$ cat src/rtl/bcb_pkg.sv
`default_nettype none
// ----------------------------------------------------------------------------
// bcb_pkg
// shared types, constants and helpers of the bidirectional csr builder
// ----------------------------------------------------------------------------
package bcb_pkg;

    localparam int DEF_NODE_COUNT    = 4096;
    localparam int DEF_EDGE_CAPACITY = 65536;

    localparam int MODE_W = 2;
    localparam int NODE_W = 32;
    localparam int IDX_W  = 13;
    localparam int SLOT_W = 17;

    localparam int SLOT_MAX = 131071;

    typedef enum logic [MODE_W-1:0] {
        MODE_COUNT = 2'd0,
        MODE_SCAN  = 2'd1,
        MODE_PLACE = 2'd2,
        MODE_NONE  = 2'd3
    } mode_t;

    // controller to datapath
    typedef struct packed {
        logic load;
        logic clear;
        logic exec;
    } ctrl_cmd_t;

    // datapath to controller
    typedef struct packed {
        logic clear_last;
        logic needs_out;
        logic out_stall;
    } dp_status_t;

    // saturating add of two slot values
    function automatic logic [SLOT_W-1:0] sat_add(
        input logic [SLOT_W-1:0] a,
        input logic [SLOT_W-1:0] b,
        input logic [SLOT_W-1:0] lim
    );
        logic [SLOT_W:0] s;
        s = {1'b0, a} + {1'b0, b};
        return (s > {1'b0, lim}) ? lim : s[SLOT_W-1:0];
    endfunction

endpackage
`default_nettype wire

$ cat src/rtl/bcb_ctrl.sv
`default_nettype none
// ----------------------------------------------------------------------------
// bcb_ctrl
// sequencer: clearing pass, word accept, table read, update
// ----------------------------------------------------------------------------
module bcb_ctrl (
    input  wire logic               aclk,
    input  wire logic               aresetn,
    input  wire logic               s_valid,
    output logic                    s_ready,
    input  wire bcb_pkg::dp_status_t status,
    output bcb_pkg::ctrl_cmd_t      cmd
);
    import bcb_pkg::*;

    typedef enum logic [1:0] {
        ST_CLEAR,
        ST_IDLE,
        ST_READ,
        ST_EXEC
    } state_t;

    state_t state_reg, state_next;
    logic   exec_go;

    assign exec_go = (state_reg == ST_EXEC) && !(status.needs_out && status.out_stall);

    always_comb begin
        state_next = state_reg;
        unique case (state_reg)
            ST_CLEAR: if (status.clear_last) state_next = ST_IDLE;
            ST_IDLE:  if (s_valid) state_next = ST_READ;
            ST_READ:  state_next = ST_EXEC;
            ST_EXEC:  if (exec_go) state_next = ST_IDLE;
            default:  state_next = ST_CLEAR;
        endcase
    end

    always_ff @(posedge aclk) begin
        if (!aresetn) begin
            state_reg <= ST_CLEAR;
        end else begin
            state_reg <= state_next;
        end
    end

    assign s_ready   = (state_reg == ST_IDLE);
    assign cmd.load  = (state_reg == ST_IDLE) && s_valid;
    assign cmd.clear = (state_reg == ST_CLEAR);
    assign cmd.exec  = exec_go;

endmodule
`default_nettype wire

$ cat config.mk
export PLATFORM = sky130hd
export DESIGN_NAME = bcb_ctrl
export DESIGN_NICKNAME = d
export VERILOG_FILES = /design/src/rtl/bcb_pkg.sv /design/src/rtl/bcb_ctrl.sv
export SDC_FILE = /design/constraint.sdc
export NUM_CORES = 1
export LEC_CHECK = 0
export ABC_AREA = 1
export BUFFER_PORTS_ARGS = -buffer_cell sky130_fd_sc_hd__buf_4
export CAP_MARGIN = 5
export CORE_AREA = 5 5 42 44
export CTS_BUF_LIST = sky130_fd_sc_hd__clkbuf_8
export DETAILED_ROUTE_END_ITERATION = 8
export DIE_AREA = 0 0 47 49
export SYNTH_ARGS = -nofsm -noshare
export SYNTH_HDL_FRONTEND = slang
export SYNTH_SLANG_ARGS = --single-unit
$ cat constraint.sdc
create_clock -name aclk -period 1.5 [get_ports aclk]
set_input_delay 0 -clock aclk [delete_from_list [all_inputs] [get_ports aclk]]
set_output_delay 0 -clock aclk [all_outputs]
set_load 0.005 [all_outputs]
== Yosys cells after proc, flatten, opt, wreduce, memory -nomap -nowiden ==
Index checks and enable logic that the tools add are counted.

* Bits in registers: 2
* Word-level logic and storage cells: 17
* Bits of input ports: 6

* Eq/ne operators: 6
* Reduce and logical (&&, ||, !) cells: 6
* Multiplexer cells: 4

{| class="wikitable"
|+ Operators by type and width
! operator !! count
|-
| $pmux 2 s4 || 1
|-
| $mux 2 || 3
|-
| $ne 2x2->1 const B || 3
|-
| $eq 2x2->1 const B || 2
|-
| $logic_and 1x1->1 || 3
|-
| $reduce_and 3->1 || 1
|-
| $eq 2x1->1 const B || 1
|-
| $logic_not 2->1 || 1
|-
| $logic_not 1->1 || 1
|}

== Longest topological paths before layout ==
Gate-level depths: netlist of the first run.

* Word-level depth: 5
* Mapped depth: 7
* Depth with buffers taken out: 7

== Worst setup path before layout of the first run ==
Ideal clock, no wire load.

* Path kind: reg-to-reg
* Start point: reg state_reg[0]
* End point: reg state_reg[0]
* Path buffers: 0
* Data required time: 1.387 ns
* Cell stages (with the launch flop): 7
* Slack: 0.460 ns
* Data arrival time: 0.927 ns
* Clock period less this slack: 1.040 ns
* Setup time: 0.113 ns
* Cell sequence: dfxtp_1 > inv_1 > ha_1 > nand2_1 > nand3_2 > nor2_1 > nor2_1

{| class="wikitable"
|+ RTL lines
! what !! line !! RTL
|-
| start: declaration || bcb_ctrl.sv:23 || <nowiki>state_t state_reg, state_next;</nowiki>
|-
| start signal: assignment || bcb_ctrl.sv:43 || <nowiki>state_reg <= state_next;</nowiki>
|}

== Worst setup path in the final report of the first run ==
* Start point: reg state_reg[0]
* End point: reg state_reg[0]

* Longest elaborated chain between the ends: 4
* Elaborated cells on any way between the ends: 10
* Those cells by class: 6 x eq/ne; 1 x mux; 3 x reduce/logical

{| class="wikitable"
|+ Ends and longest elaborated chain
! what !! line !! RTL
|-
| $eq 2x2->1 || bcb_ctrl.sv:26, bcb_ctrl.sv:30 ||
|-
| $logic_and 1x1->1 || bcb_ctrl.sv:26 || <nowiki>assign exec_go = (state_reg == ST_EXEC) && !(status.needs_out && status.out_stall);</nowiki>
|-
| $ne 2x2->1 (no line) || -- ||
|-
| $reduce_and 3->1 (no line) || -- ||
|}

Parallel ways exist; a longest one is shown, timed or not.
A chain may end at the register's enable or synchronous reset.

==> metrics, run 1 <==
CTS tree done; xor and xnor fraction of the mapped netlist area 0%; gr usage total ~4.4%; count of hold-fix buffers inserted at cts 0; most frequent cell on the critical path sky130_fd_sc_hd__nor2_1; cells traversed along the worst timing path inv_1 > ha_1 > nand2_1 > nand3_2 > nor2_1 > nor2_1; maximum number of pins on one net before global-route repair 5; Pins Over Slew Limit 0; 1st-pass router iterations 4; overall die area roughly 2300 µm²; Clock transition at path regs approximately 30 ps; path category of the worst min-delay check primary input to register; maximum operating frequency around 900 MHz; sequential cell fraction of total power 17.4%; number of primary I/O pins 10; Hold Crit Depth 3; number of H-tree levels 1; Seq/Total Area, Yosys a little over a fifth; post-placement setup slack 365.1 ps; compound-cell area share of the yosys netlist around 4.0%; outcome finished, final reports clean; layout cells sized above 1 36.84%; critical register-to-register path endpoint state_reg[0]; maximum buffer depth of the clock tree 2; cell types with the largest area share after synthesis sky130_fd_sc_hd__ha_1 (27%), sky130_fd_sc_hd__dfxtp_1 (21%), sky130_fd_sc_hd__inv_1 (12%); combinational family with the most area after synthesis simple AND/OR/NAND/NOR gates; final routed wire length divided by cell count between 7 and 8 µm; power consumption ~540 µW; first-pass GRT wire length between 500 and 600 µm; switching power of the nets 178.5 µW; type of element capturing the critical path register; routed vias/inst 3.463; simple-gate share of the synthesized area a little under a third; number of fill cells in the layout 170; final period demand of the worst path ~1100 ps; number of endpoints failing setup at the final stage 0; RSZ-0062 raised after global routing false; CTS buffer count 3; design internal power roughly 370 µW; buffer cell driving the clock tree root sky130_fd_sc_hd__clkbuf_8; max reg flops 2; CP startpoint state_reg[0]; width of the chip between 40 and 50 µm; Worst Tran Pin Value between 100 and 150 ps; nets@finish 50; final antenna diode count 0; Pleak around 0.18 nW; overflow left after global routing 0; cell area power density ~1800 nW/µm²; warning count from the yosys run 0; endpoint arrival time on the critical path between 1000 and 1500 ps; destination of the critical timing path state_reg[0]; relative slew slack about nine tenths; final standard cell utilization of the core between 20% and 30%; initial antenna violation count 0; top fanout value on the critical path 4; final weighted congestion in routability-driven placement between 0.5 and 0.6; Worst Setup Start Kind register; synthesized area between 150 and 200 µm²; insertion delay to the later sink of the worst-skew pair between 200 and 250 ps; final count of hold timing violations 0; power share of the combinational group between 40% and 50%; slowest cell delay on critical path approximately 370 ps; DRC violations left 0; flip-flop and latch count after synthesis 2; register-to-register setup slack ~390 ps; via count of the first global-routing pass 154; Routed Antenna Nets 0; # Post-CTS Setup Buffers 0; area added between synthesis and finish 65.10%; cell type contributing the most total cell area after synthesis sky130_fd_sc_hd__ha_1; period utilization 74.17%; area share of the largest cell type after synthesis between 20% and 30%; net count after synthesis 37; Total Wirelength between 400 and 500 µm; Slowest cell on crit path sky130_fd_sc_hd__dfxtp_1; Mapped Cells 27; switching share of power between 30% and 40%; number of rows in the core area 14; final clock skew ~0.42 ps; number of gates given a new drive strength after cts 0; vias 187; clock network fraction of total power approximately two fifths; vertical die dimension 49 µm; Worst Path Class, Setup register to register; Hold Slack 26.23 ps; worst ir drop on vdd between 300 and 400 µV; Final HPWL DP roughly 320 µm; Syn Area/Cell 6.905 µm²; drt first-iter violations 6; count of buffers from port buffering 9; Placeable Area about 1400 µm²; multiplexer area fraction after synthesis 0%; Worst R2R Start state_reg[0]; summed negative setup slack over all endpoints 0 ps; total clock sinks 2; Cell variety after synth 10; worst path setup slack after routing roughly 390 ps; arithmetic-cell share of the synthesized area counting full adders, half adders and majority gates a little over a quarter; Initial Util 13.30%; required time of the worst setup path 1600 ps; maxcap violations 0; worst reg-to-reg path cell count 6
## critical path, delay by kind of cell, from the launching register on
| kind | cells | cell delay (ps) |
|---|---|---|
| buffers and inverters | 1 | 80 |
| and+or+nand+nor | 4 | 340 |
| DFF | 1 | 370 |
| adders and majority gates | 1 | 210 |
## cells in the final DEF, fill, tap and decap left out
master	n
sky130_fd_sc_hd__a21boi_0	1
sky130_fd_sc_hd__buf_4	9
sky130_fd_sc_hd__nand3_2	1
sky130_fd_sc_hd__nand3_1	1
sky130_fd_sc_hd__nand2_2	1
sky130_fd_sc_hd__clkbuf_8	3
sky130_fd_sc_hd__ha_1	4
sky130_fd_sc_hd__nor2_1	4
sky130_fd_sc_hd__inv_1	6
sky130_fd_sc_hd__dfxtp_1	2
sky130_fd_sc_hd__nand2_1	6
## power groups by stage
stage                     Clock (mW)  Combinational [mW]  Sequential (mW)
final                          0.211               0.238           0.0949
after global routing           0.231               0.274            0.101
after CTS                      0.219               0.245           0.0959
after detailed placement           0               0.245           0.0966
after global placement             0               0.233           0.0957
after floorplan                    0               0.156           0.0918
## synth_stat cells (all sizes together)
cell    number
nand2        7
dfxtp        2
buf          1
ha           4
inv          6
a21boi       1
nor2         4
nand3        2
## metal layers
metal  share of wire (%)  GRT usage (%)  vias to the layer above  wire length (µm)
li1                    -              -                      101                 -
met4                 4.2          6.912                        0                17
met5                   0              0                        -                 0
met3                  25          4.059                        2               103
met1                  32          3.720                       70               130
met2                  38          4.299                       14               156
## layout make-up
type / instances / area [µm²] / area share, %
multi-input cells: 18 / 116.4 / 37.81
repair buffers: 9 / 67.56 / 21.95
clock buffers: 3 / 41.29 / 13.41
flip-flops and latches: 2 / 40.04 / 13.01
inverters: 6 / 22.52 / 7.317
well taps: 16 / 20.02 / 6.504
## per-stage QoR
stage | cells | cell area, µm²
floorplan | 27 | 186.4
global placement | 51 | 266.5
detailed placement | 51 | 266.5
CTS | 54 | 307.8
global route | 54 | 307.8
finish | 54 | 307.8
## kinds of logic after synthesis
family | Yosys count
buffers and inverters | 7
and+or+nand+nor | 13
AOI/OAI and AO/OA | 1
adders and majority gates | 4
DFF | 2
## worst min-delay path by stage
| stage | start | endpoint | slack (ps) |
|---|---|---|---|
| after global routing | aresetn | state_reg[1] | 50 |
| after CTS | aresetn | state_reg[0] | 30 |
| after global placement | aresetn | state_reg[1] | 230 |
| after floorplan | s_valid | cmd[2] | 80 |
| final | aresetn | state_reg[1] | 30 |
| after detailed placement | aresetn | state_reg[0] | 240 |
(Power assumes the default switching activity.)
==> inputs of run 2 (changes only) <==
Settings changed: ABC_AREA 1 to 0.
Clock period 1.5 ns to 1.1 ns, I/O delays scaled along.
==> run 2 against run 1 <==
  * Clock skew is essentially flat
  * Flip-flop and latch count did not move
  * Worst setup slack lost 380 ps
  * Register-to-register slack got worse by 360 ps
  * Final area is 34% higher
  * Combinational power rose to 2.9 times the previous value
  * Worst hold slack improved by 50 ps
  * Clock power grew 35%
  * Non-clock buffer count increased by 4
  * Sequential share of layout area shrank 2.1 points
  * First-iteration DRC count shrank 100%
  * Critical path type is now register to primary output
  * Critical endpoint is now cmd[0]
==> metrics, run 2 <==
max reg flops 2; initial antenna violation count 0; buffer cell driving the clock tree root sky130_fd_sc_hd__clkbuf_8; count of hold-fix buffers inserted at cts 0; 1st-pass router iterations 1; final instance area 412.9 µm²; CTS tree done; maxcap violations 0; insertion delay to the later sink of the worst-skew pair roughly 210 ps; outcome finished, final reports clean; Placeable Area roughly 1400 µm²; Async S/R FF share, synth 0%; layout cells sized above 1 between 70 and 80%; final period demand of the worst path between 1000 and 1500 ps; Worst Setup Start Kind register; path category of the worst min-delay check primary input to register; Initial Util between 10% and 20%; Top FF cell, synth sky130_fd_sc_hd__dfxtp_1; required time of the worst setup path roughly 1100 ps; vertical die dimension roughly 49 µm; Seq/Total Area, Yosys 21.77%; drt first-iter violations 0; first-pass GRT wire length approximately 630 µm; area post-placement just under 300 µm²; Worst Tran Pin Value about 190 ps; Routed Antenna Nets 0; warning count from the yosys run 0; Hold Crit Depth 3; Mapped Cells 21; period utilization a little over nine tenths; Syn Area/Cell slightly below 9 µm²; CTS buffer count 3; number of primary I/O pins 10; Pins Over Slew Limit 0; startpoint of the worst hold path aresetn; overflow left after global routing 0; Total Wirelength ~420 µm; final routed wire length divided by cell count 8.115 µm; net count after synthesis 31; final weighted congestion in routability-driven placement between 0.6 and 0.7; worst reg-to-reg path cell count 5; Worst R2R Start state_reg[0]; flip-flop and latch count after synthesis 2; via count of the first global-routing pass 179; type of element capturing the critical path primary output; maximum number of pins on one net before global-route repair 6; nets@finish 48; final antenna diode count 0; overall die area 2303 µm²; Clock transition at path regs approximately 30 ps; critical register-to-register path endpoint state_reg[1]; maximum buffer depth of the clock tree 2; vias 187; maximum operating frequency slightly above 900 MHz; commonest cells in the synthesized netlist sky130_fd_sc_hd__ha_1 (4), sky130_fd_sc_hd__inv_1 (4), sky130_fd_sc_hd__nand2_1 (3); # Post-CTS Setup Buffers 0; number of endpoints failing setup at the final stage 0; gr usage total under 10%; number of fill cells in the layout 163; DRC violations left 0; Pleak between 0.15 and 0.2 nW; final clock skew between 0.8 and 0.9 ps; WHS Endpoint state_reg[1]; Worst Path Class, Setup register to primary output; worst ir drop on vdd approximately 680 µV; RSZ-0062 raised after global routing true; endpoint arrival time on the critical path 1090 ps; top fanout value on the critical path 2; total clock sinks 2; count of buffers from port buffering 9; routed vias/inst between 3 and 4; final standard cell utilization of the core 29.46%; register-to-register setup slack 30 ps; final count of hold timing violations 0; number of enable flip-flop cells after synthesis 0; cell types with the largest area share after synthesis sky130_fd_sc_hd__ha_1 (27%), sky130_fd_sc_hd__dfxtp_1 (22%), sky130_fd_sc_hd__mux2i_1 (11%); number of H-tree levels 1; relative slew slack roughly 87%; summed negative setup slack over all endpoints 0 ps; number of rows in the core area 14; area added between synthesis and finish 124.5%; Cell variety after synth 11; most common cell after layout, fill and taps aside sky130_fd_sc_hd__buf_4; cell type contributing the most total cell area after synthesis sky130_fd_sc_hd__ha_1; area share of the largest cell type after synthesis roughly 27%; commonest cells after routing, fill and taps aside sky130_fd_sc_hd__buf_4 (11), sky130_fd_sc_hd__nand2_1 (3), sky130_fd_sc_hd__ha_4 (3), sky130_fd_sc_hd__clkbuf_8 (3); synthesized area 183.9 µm²; cell area power density ~2900 nW/µm²; width of the chip around 47 µm
## run 2: cell count changes after synthesis, moves of 2 or more
cell | before | now
sky130_fd_sc_hd__nor2_1 | 4 | 0
sky130_fd_sc_hd__mux2i_1 | 0 | 2
sky130_fd_sc_hd__inv_1 | 6 | 4
sky130_fd_sc_hd__nand2_1 | 6 | 3
## run 2: through the flow
step,std cells,hold slack (ps),power (mW),worst slack [ps]
6_report,52,76.49,1.177,12.30
3_3_place_gp,49,257.9,0.6581,-39.38
5_1_grt,52,71.73,1.290,-28.63
4_1_cts,52,76.20,1.101,2.946
3_5_place_dp,49,262.1,0.6630,-41.02
2_1_floorplan,21,115.9,0.3983,17.98
## run 2: final cells by class
cell class              count  area [µm²]  area share [%]
repair buffers             13       105.1           25.45
inverters                   4       20.02           4.848
flip-flops and latches      2       45.04           10.91
well taps                  16       20.02           4.848
multi-input cells          14       181.4           43.94
clock buffers               3       41.29           10.00
## run 2: how the worst max path moves through the flow
stage | from | endpoint | slack (ps)
detailed placement | state_reg[0] | state_reg[1] | -40
floorplan | state_reg[1] | state_reg[0] | 20
CTS | state_reg[1] | cmd[0] | 3
finish | state_reg[1] | cmd[0] | 10
global placement | state_reg[0] | state_reg[0] | -40
global route | state_reg[1] | cmd[2] | -30
## run 2: where the power goes
group / total, mW / switching (mW) / internal [mW]
Combinational: 0.692 / 0.263 / 0.429
Clock: 0.284 / 0.0526 / 0.231
Sequential: 0.202 / 0.0719 / 0.130
## run 2: critical path, cell delays in order (launching register included)
cell and delay, ps:
sky130_fd_sc_hd__dfxtp_2 320, sky130_fd_sc_hd__buf_4 140, sky130_fd_sc_hd__ha_4 150, sky130_fd_sc_hd__a21boi_2 140
sky130_fd_sc_hd__buf_4 130
## run 2: what timing repair did
action,CTS,global route
gates cloned,0,0
resized for setup,14,6
setup endpoints to repair,4,4
pin swaps,3,3
## run 2: kinds of logic after synthesis
| logic type | after synthesis | synth area share [%] |
|---|---|---|
| adders and majority gates | 4 | 27.21 |
| AOI/OAI and AO/OA | 2 | 12.24 |
| muxes | 2 | 10.88 |
| buffers and inverters | 5 | 12.24 |
| DFF | 2 | 21.77 |
| and+or+nand+nor | 6 | 15.65 |
## run 2: routing by layer
layer | vias to the layer above | part of all wire (%) | global-route usage [%] | wire length (µm)
li1 | 100 | - | - | -
met1 | 81 | 28 | 2.620 | 120
met2 | 6 | 58 | 6.561 | 246
met3 | 0 | 13 | 3.690 | 55
met4 | 0 | 0 | 5.530 | 0
met5 | - | 0 | 0 | 0
